`config.mk`:
```
export PLATFORM = sky130hd
export DESIGN_NAME = yuv422_to_rgb888_converter
export DESIGN_NICKNAME = d
export VERILOG_FILES = /design/src/rtl/core/yuvrgb_pkg.sv /design/src/rtl/core/yuvrgb_chroma.sv /design/src/rtl/core/yuvrgb_pixel.sv /design/src/rtl/core/yuv422_to_rgb888_converter.sv
export VERILOG_INCLUDE_DIRS = /design/src /design/src/rtl/core
export SDC_FILE = /design/constraint.sdc
export NUM_CORES = 1
export LEC_CHECK = 0
export ABC_AREA = 0
export CAP_MARGIN = 0
export CORE_MARGIN = 2
export CORE_UTILIZATION = 65
export DETAILED_ROUTE_END_ITERATION = 10
export DONT_BUFFER_PORTS = 1
export HOLD_SLACK_MARGIN = 0.02
export PLACE_DENSITY = 0.9
export SLEW_MARGIN = 20
export SYNTH_ARGS = -nofsm -noshare
export SYNTH_HDL_FRONTEND = slang
export SYNTH_SLANG_ARGS = --single-unit
```
`constraint.sdc`:
```
create_clock -name clk -period 9.8 [get_ports clk]
set_input_delay 1.47 -clock clk [delete_from_list [all_inputs] [get_ports clk]]
set_output_delay 1.47 -clock clk [all_outputs]
set_load 0.01 [all_outputs]
```
`src/rtl/core/assert_macros.svh`:
```
// Assertion helpers for the RTL. Define ASSERT_OFF to compile them away.
`ifndef ASSERT_MACROS_SVH
`define ASSERT_MACROS_SVH
`ifndef ASSERT_OFF
// Clocked check that is switched off while reset is asserted.
`define ASSERT_CLK(lbl, clk, rst_n, prop, msg) \
	lbl: assert property (@(posedge clk) disable iff (!rst_n) prop) \
		else $error(msg);
// Clocked check that also holds while reset is asserted.
`define ASSERT_CLK_ALWAYS(lbl, clk, prop, msg) \
	lbl: assert property (@(posedge clk) prop) else $error(msg);
`else
`define ASSERT_CLK(lbl, clk, rst_n, prop, msg)
`define ASSERT_CLK_ALWAYS(lbl, clk, prop, msg)
`endif
`endif

```
`src/rtl/core/yuvrgb_pkg.sv`:
```
`default_nettype none
package yuvrgb_pkg;

	// Output byte order of each pixel.
	typedef enum logic {
		ORDER_RGB = 1'b0,
		ORDER_BGR = 1'b1
	} chan_order_t;

	// Chroma contributions shared by both pixels of a macropixel.
	typedef struct packed {
		logic signed [9:0] off0;
		logic signed [9:0] off1;
		logic signed [9:0] off2;
	} chroma_off_t;

	localparam logic [7:0] CHROMA_BIAS = 8'd128;

	localparam logic signed [16:0] COEF_A_CH0 = 17'sd104;
	localparam logic signed [16:0] COEF_B_CH1 = 17'sd89;
	localparam logic signed [16:0] COEF_A_CH1 = 17'sd183;
	localparam logic signed [16:0] COEF_B_CH2 = 17'sd199;

endpackage
`default_nettype wire

```
`src/rtl/core/yuvrgb_chroma.sv`:
```
`default_nettype none
module yuvrgb_chroma
	import yuvrgb_pkg::*;
(
	input  wire logic [7:0] chroma_a,
	input  wire logic [7:0] chroma_b,
	output chroma_off_t     off
);

	logic signed [7:0]  ca;
	logic signed [7:0]  cb;
	logic signed [16:0] p_a0;
	logic signed [16:0] p_b1;
	logic signed [16:0] p_a1;
	logic signed [16:0] p_b2;
	logic signed [8:0]  t_a0;
	logic signed [8:0]  t_b1;
	logic signed [8:0]  t_a1;
	logic signed [8:0]  t_b2;

	// Removing the bias modulo 256 leaves the centered chroma in two's complement.
	assign ca = chroma_a - CHROMA_BIAS;
	assign cb = chroma_b - CHROMA_BIAS;

	assign p_a0 = 17'(ca) * COEF_A_CH0;
	assign p_b1 = 17'(cb) * COEF_B_CH1;
	assign p_a1 = 17'(ca) * COEF_A_CH1;
	assign p_b2 = 17'(cb) * COEF_B_CH2;

	// Dropping the low byte of a two's complement product is a floor shift.
	assign t_a0 = p_a0[16:8];
	assign t_b1 = p_b1[16:8];
	assign t_a1 = p_a1[16:8];
	assign t_b2 = p_b2[16:8];

	assign off.off0 = 10'(ca) + 10'(t_a0);
	assign off.off1 = 10'sd0 - (10'(t_b1) + 10'(t_a1));
	assign off.off2 = 10'(cb) + 10'(t_b2);

endmodule
`default_nettype wire

```
`src/rtl/core/yuvrgb_pixel.sv`:
```
`default_nettype none
module yuvrgb_pixel
	import yuvrgb_pkg::*;
(
	input  wire logic [7:0]  luma,
	input  wire chroma_off_t off,
	input  wire chan_order_t order,
	output logic [7:0]       byte0,
	output logic [7:0]       byte1,
	output logic [7:0]       byte2
);

	logic signed [10:0] sum0;
	logic signed [10:0] sum1;
	logic signed [10:0] sum2;
	logic [7:0]         ch0;
	logic [7:0]         ch1;
	logic [7:0]         ch2;

	function automatic logic [7:0] sat8(input logic signed [10:0] x);
		logic [7:0] r;
		if (x[10]) begin
			r = 8'd0;
		end else if (x[9:8] != 2'b00) begin
			r = 8'd255;
		end else begin
			r = x[7:0];
		end
		return r;
	endfunction

	assign sum0 = $signed({3'b000, luma}) + 11'(off.off0);
	assign sum1 = $signed({3'b000, luma}) + 11'(off.off1);
	assign sum2 = $signed({3'b000, luma}) + 11'(off.off2);

	assign ch0 = sat8(sum0);
	assign ch1 = sat8(sum1);
	assign ch2 = sat8(sum2);

	always_comb begin
		unique case (order)
			ORDER_BGR: begin
				byte0 = ch2;
				byte1 = ch1;
				byte2 = ch0;
			end
			default: begin
				byte0 = ch0;
				byte1 = ch1;
				byte2 = ch2;
			end
		endcase
	end

endmodule
`default_nettype wire

```
`src/rtl/core/yuv422_to_rgb888_converter.sv`:
```
// YUV 4:2:2 to 24-bit RGB converter.
// Input channel: in_valid/in_stall carry one macropixel per word (chroma_a,
// luma_first, chroma_b, luma_second, last_in). The word is taken at a clock
// edge where in_valid is high and in_stall is low.
// Output channel: out_valid/out_stall carry one word holding both converted
// pixels (first_byte0..2, second_byte0..2) and last_out, a copy of last_in.
// The receiver holds off a word by raising out_stall; the word then stays put.
// The configuration channel (cfg_valid/cfg_ready/cfg_data) writes channel_order:
// 0 stores each pixel as channel 0,1,2, 1 stores it reversed (BGR). cfg_ready
// is always high; write it only while no word is in flight.
// out_valid rises once an accepted word has passed the input register and then the
// output register. Throughput is one word per cycle while out_stall is low: an
// input register feeds the constant-coefficient multiplies, adds and saturation,
// which land in the output register. When the receiver stalls, the two registers
// fill and in_stall rises in the same cycle as out_stall would otherwise overflow
// them; nothing is dropped.
// Reset (arst_n low) empties both stages at once and sets channel_order to 0.
`default_nettype none
`include "assert_macros.svh"
module yuv422_to_rgb888_converter
	import yuvrgb_pkg::*;
(
	input  wire logic       clk,
	input  wire logic       arst_n,
	// Configuration write channel.
	input  wire logic       cfg_valid,
	output logic            cfg_ready,
	input  wire logic       cfg_data,
	// Input macropixel channel.
	input  wire logic       in_valid,
	output logic            in_stall,
	input  wire logic [7:0] chroma_a,
	input  wire logic [7:0] luma_first,
	input  wire logic [7:0] chroma_b,
	input  wire logic [7:0] luma_second,
	input  wire logic       last_in,
	// Output pixel pair channel.
	output logic            out_valid,
	input  wire logic       out_stall,
	output logic [7:0]      first_byte0,
	output logic [7:0]      first_byte1,
	output logic [7:0]      first_byte2,
	output logic [7:0]      second_byte0,
	output logic [7:0]      second_byte1,
	output logic [7:0]      second_byte2,
	output logic            last_out
);

	chan_order_t channel_order_q;

	// Stage 1 holds the raw macropixel, stage 2 the finished pixels.
	logic       valid_s1;
	logic [7:0] chroma_a_s1;
	logic [7:0] luma_first_s1;
	logic [7:0] chroma_b_s1;
	logic [7:0] luma_second_s1;
	logic       last_s1;

	logic       valid_s2;
	logic [7:0] first_b0_s2;
	logic [7:0] first_b1_s2;
	logic [7:0] first_b2_s2;
	logic [7:0] second_b0_s2;
	logic [7:0] second_b1_s2;
	logic [7:0] second_b2_s2;
	logic       last_s2;

	logic adv_s1;
	logic adv_s2;

	chroma_off_t chroma_off;
	logic [7:0]  first_b0;
	logic [7:0]  first_b1;
	logic [7:0]  first_b2;
	logic [7:0]  second_b0;
	logic [7:0]  second_b1;
	logic [7:0]  second_b2;

	// The register is always writable.
	assign cfg_ready = 1'b1;

	always_ff @(posedge clk or negedge arst_n) begin
		if (!arst_n) begin
			channel_order_q <= ORDER_RGB;
		end else if (cfg_valid && cfg_ready) begin
			channel_order_q <= chan_order_t'(cfg_data);
		end
	end

	// A stage may load when it is empty or when its contents move on.
	assign adv_s2   = !valid_s2 || !out_stall;
	assign adv_s1   = !valid_s1 || adv_s2;
	assign in_stall = !adv_s1;

	always_ff @(posedge clk or negedge arst_n) begin
		if (!arst_n) begin
			valid_s1 <= 1'b0;
			valid_s2 <= 1'b0;
		end else begin
			if (adv_s1) begin
				valid_s1 <= in_valid;
			end
			if (adv_s2) begin
				valid_s2 <= valid_s1;
			end
		end
	end

	always_ff @(posedge clk) begin
		if (adv_s1 && in_valid) begin
			chroma_a_s1    <= chroma_a;
			luma_first_s1  <= luma_first;
			chroma_b_s1    <= chroma_b;
			luma_second_s1 <= luma_second;
			last_s1        <= last_in;
		end
	end

	// The chroma terms are shared by both pixels of the macropixel.
	yuvrgb_chroma u_chroma (
		.chroma_a (chroma_a_s1),
		.chroma_b (chroma_b_s1),
		.off      (chroma_off)
	);

	yuvrgb_pixel u_pixel_first (
		.luma  (luma_first_s1),
		.off   (chroma_off),
		.order (channel_order_q),
		.byte0 (first_b0),
		.byte1 (first_b1),
		.byte2 (first_b2)
	);

	yuvrgb_pixel u_pixel_second (
		.luma  (luma_second_s1),
		.off   (chroma_off),
		.order (channel_order_q),
		.byte0 (second_b0),
		.byte1 (second_b1),
		.byte2 (second_b2)
	);

	always_ff @(posedge clk) begin
		if (adv_s2 && valid_s1) begin
			first_b0_s2  <= first_b0;
			first_b1_s2  <= first_b1;
			first_b2_s2  <= first_b2;
			second_b0_s2 <= second_b0;
			second_b1_s2 <= second_b1;
			second_b2_s2 <= second_b2;
			last_s2      <= last_s1;
		end
	end

	assign out_valid    = valid_s2;
	assign first_byte0  = first_b0_s2;
	assign first_byte1  = first_b1_s2;
	assign first_byte2  = first_b2_s2;
	assign second_byte0 = second_b0_s2;
	assign second_byte1 = second_b1_s2;
	assign second_byte2 = second_b2_s2;
	assign last_out     = last_s2;

	// An accepted word always lands in the input stage.
	`ASSERT_CLK(a_accept_fills_s1, clk, arst_n, in_valid && !in_stall |=> valid_s1, "accepted word lost before stage 1")
	// With room at the output the converter never holds off the sender.
	`ASSERT_CLK(a_no_needless_stall, clk, arst_n, (!valid_s2 || !out_stall) |-> !in_stall, "in_stall raised with output room")
	// With both stages full and the output held, the input must be held too.
	`ASSERT_CLK(a_full_blocks_input, clk, arst_n, valid_s1 && valid_s2 && out_stall |-> in_stall, "input taken while pipeline full")
	// A configuration write is visible on the next cycle.
	`ASSERT_CLK(a_cfg_write, clk, arst_n, cfg_valid |=> channel_order_q == chan_order_t'($past(cfg_data)), "channel_order write not stored")
	// An edge seen in reset leaves the output stage empty.
	`ASSERT_CLK_ALWAYS(a_reset_empty, clk, !arst_n |=> !out_valid, "output valid after reset")

endmodule
`default_nettype wire
```
==> results_dict.tcl <==
set metrics [dict create \
    cts_buffer_depth 2 \
    synth_edf_count 82 \
    crit_arrival_ps 7700 \
    synth_flop_cell "edfxtp_1" \
    syn_to_final_growth_pct 5.34 \
    antenna_found_initial 1 \
    slew_headroom_pct 39.7 \
    vias 7828 \
    grt-ovfl-total 0 \
    path_buf_inv 1 \
    drtPass1Iterations 5 \
    numCtsBuffers 9 \
    drtIter0Drc 748 \
    clockRootBuffer "clkbuf_16" \
    die_area_um2 16800 \
    final_common_cell "ha_1" \
    yosys_warnings 0 \
    start_kind "flip-flop" \
    rsz0062_at_grt "no" \
    worst_clock_skew_ps 13.4 \
    netlist_area_um2 10200 \
    ys_seq_area_share_pct 24.8 \
    period_needed_ps 7610 \
    initial_utilization_pct 66.9 \
    grt_pass1_wl_um 38300 \
    grt_usage_pct 29.3 \
    cpMostUsedCell "ha_1" \
    holdBufCountCts 0 \
    worstSkewPairLatency_ps 360 \
    std_cell_rows 45 \
    layout_common_cells "209 x ha_1, 143 x inv_1, 84 x nor2_1" \
    syn_avg_cell_area_um2 9.89 \
    final.setup.tns_ps 0 \
    routedWlPerCell_um 18.8 \
    worst_ep_required_time_ps 9880 \
    grt_max_degree 50 \
    io_buffers 0 \
    setup_viol 0 \
    endpoint_kind "flip-flop" \
    io_pins 91 \
    worstPathMaxFanout 17 \
    cts.sinks 85 \
    yosys-top-cells-area "ha_1 26%, edfxtp_1 24%, fa_1 11%, inv_1 5.2%, xnor2_1 4.2%" \
    antenna_left 0 \
    gp_congestion 0.943 \
    yosysUniqueCellTypes 66 \
    wl_um 23600 \
    post-cts-setup-buffers 0 \
    outcome "finished clean" \
    critical-path-top-delay-family "adder cells" \
    tightest_slew_ps 904 \
    drc 0 \
    chipWidth_um 130 \
    hold_path.class "reg -> reg" \
    coreArea_um2 15300 \
    synth_nets 1340 \
    worst_path_largest_cell_delay_ps 600 \
    crit_slowest_cell "fa_1" \
    hpwl_um 18700 \
    grt_pass1_vias 7931 \
    cap_viol_max_count 0 \
    path_class "reg -> reg" \
    async_flop_share_pct 3.53 \
    cts_resized 0 \
    die_y_um 130 \
    ys_ff_latch 85 \
    clk_pin_slew_ps 70 \
    cts_tree "done" \
    drive_gt1_share_pct 3.43 \
    antenna_cells 0 \
    maxSlewViolCount 0 \
    layout.nets 1349 \
    timing_hold_violations_final 0 \
    synth_largest_area_cell "ha_1" \
    routed_via_density 6.21 \
    syn_inst 1035 \
    h-tree-depth 3 \
    post-route-period-util_pct 77.7 \
    max_freq_mhz 131 \
    synth.top_cell.area_share_pct 25.5 \
]
synth_stat cells (9+ instances only):
| master | count |
|---|---|
| ha_1 | 209 |
| inv_1 | 143 |
| nor2_1 | 84 |
| edfxtp_1 | 82 |
| a21oi_1 | 60 |
| fa_1 | 57 |
| xnor2_1 | 49 |
| nand2_1 | 30 |
| o21ai_0 | 29 |
| o22ai_1 | 27 |
| a21o_1 | 25 |
| o21a_1 | 24 |
| xor2_1 | 22 |
| nor2b_1 | 19 |
| nor3_1 | 19 |
| nand3_1 | 11 |
| o21bai_1 | 9 |
layer usage:
layer | GRT usage [%] | part of all wire, %
met3 | 4.50 | 7.5
met5 | 0 | 0.055
met2 | 48.5 | 46
met1 | 37.6 | 42
met4 | 14.7 | 4.6
kinds of logic (layout without fill, tap and decap cells):
kind of cell	count (synthesis)	in the layout	share of synthesized area, %
multiplexers	6	6	0.599
XOR/XNOR	72	72	6.23
AO/OA/AOI/OAI	255	255	16.9
other	1	1	0.0366
flip-flops	85	85	24.8
adder cells (fa/ha/maj)	266	266	36.7
buffers and inverters	147	161	5.47
AND/OR/NAND/NOR	203	203	9.31
worst paths after layout:
path,depth (start not counted),slack [ps],endpoint,from
max,27,2190,second_byte0[0],chroma_b_s1[7]
min,0,430,last_out,last_s1
max reg2reg,27,2190,second_byte0[0],chroma_b_s1[7]
min reg2reg,0,430,last_out,last_s1
max in group asynchronous,0,8930,valid_s1,arst_n
min in group asynchronous,0,790,channel_order_q,arst_n
through the flow:
step	worst slack, ps	hold WS [ps]	util [%]	cells	area (um^2)
5_1_grt	1660	444	70.4	1260	10800
6_report	2190	432	70.4	1260	10800
4_1_cts	2280	442	70.4	1260	10800
3_3_place_gp	2510	421	68.6	1244	10500
2_1_floorplan	2810	400	-	1035	10200
3_5_place_dp	2320	414	68.6	1244	10500
worst register-to-register path, delay by kind of cell, from the launching register on:
kind                       cells  cell delay [ps]
adders and majority gates      7             2630
AOI/OAI and AO/OA              8             1810
and+or+nand+nor                9             1680
buffers and inverters          1              540
DFF                            1              410
xor gates and xnor gates       2              270
cell type report:
cell class / instances / area, um^2
repair buffers: 1 / 7.51
multi-input cells: 803 / 7150
flip-flops and latches: 85 / 2540
clock buffers: 9 / 225
fillers: 1061 / 4530
inverters: 144 / 541
clock inverters: 7 / 57.6
well taps: 211 / 264
Power is not shown: default switching activity piles up to over one toggle a cycle in this logic, so the estimate is an artifact.
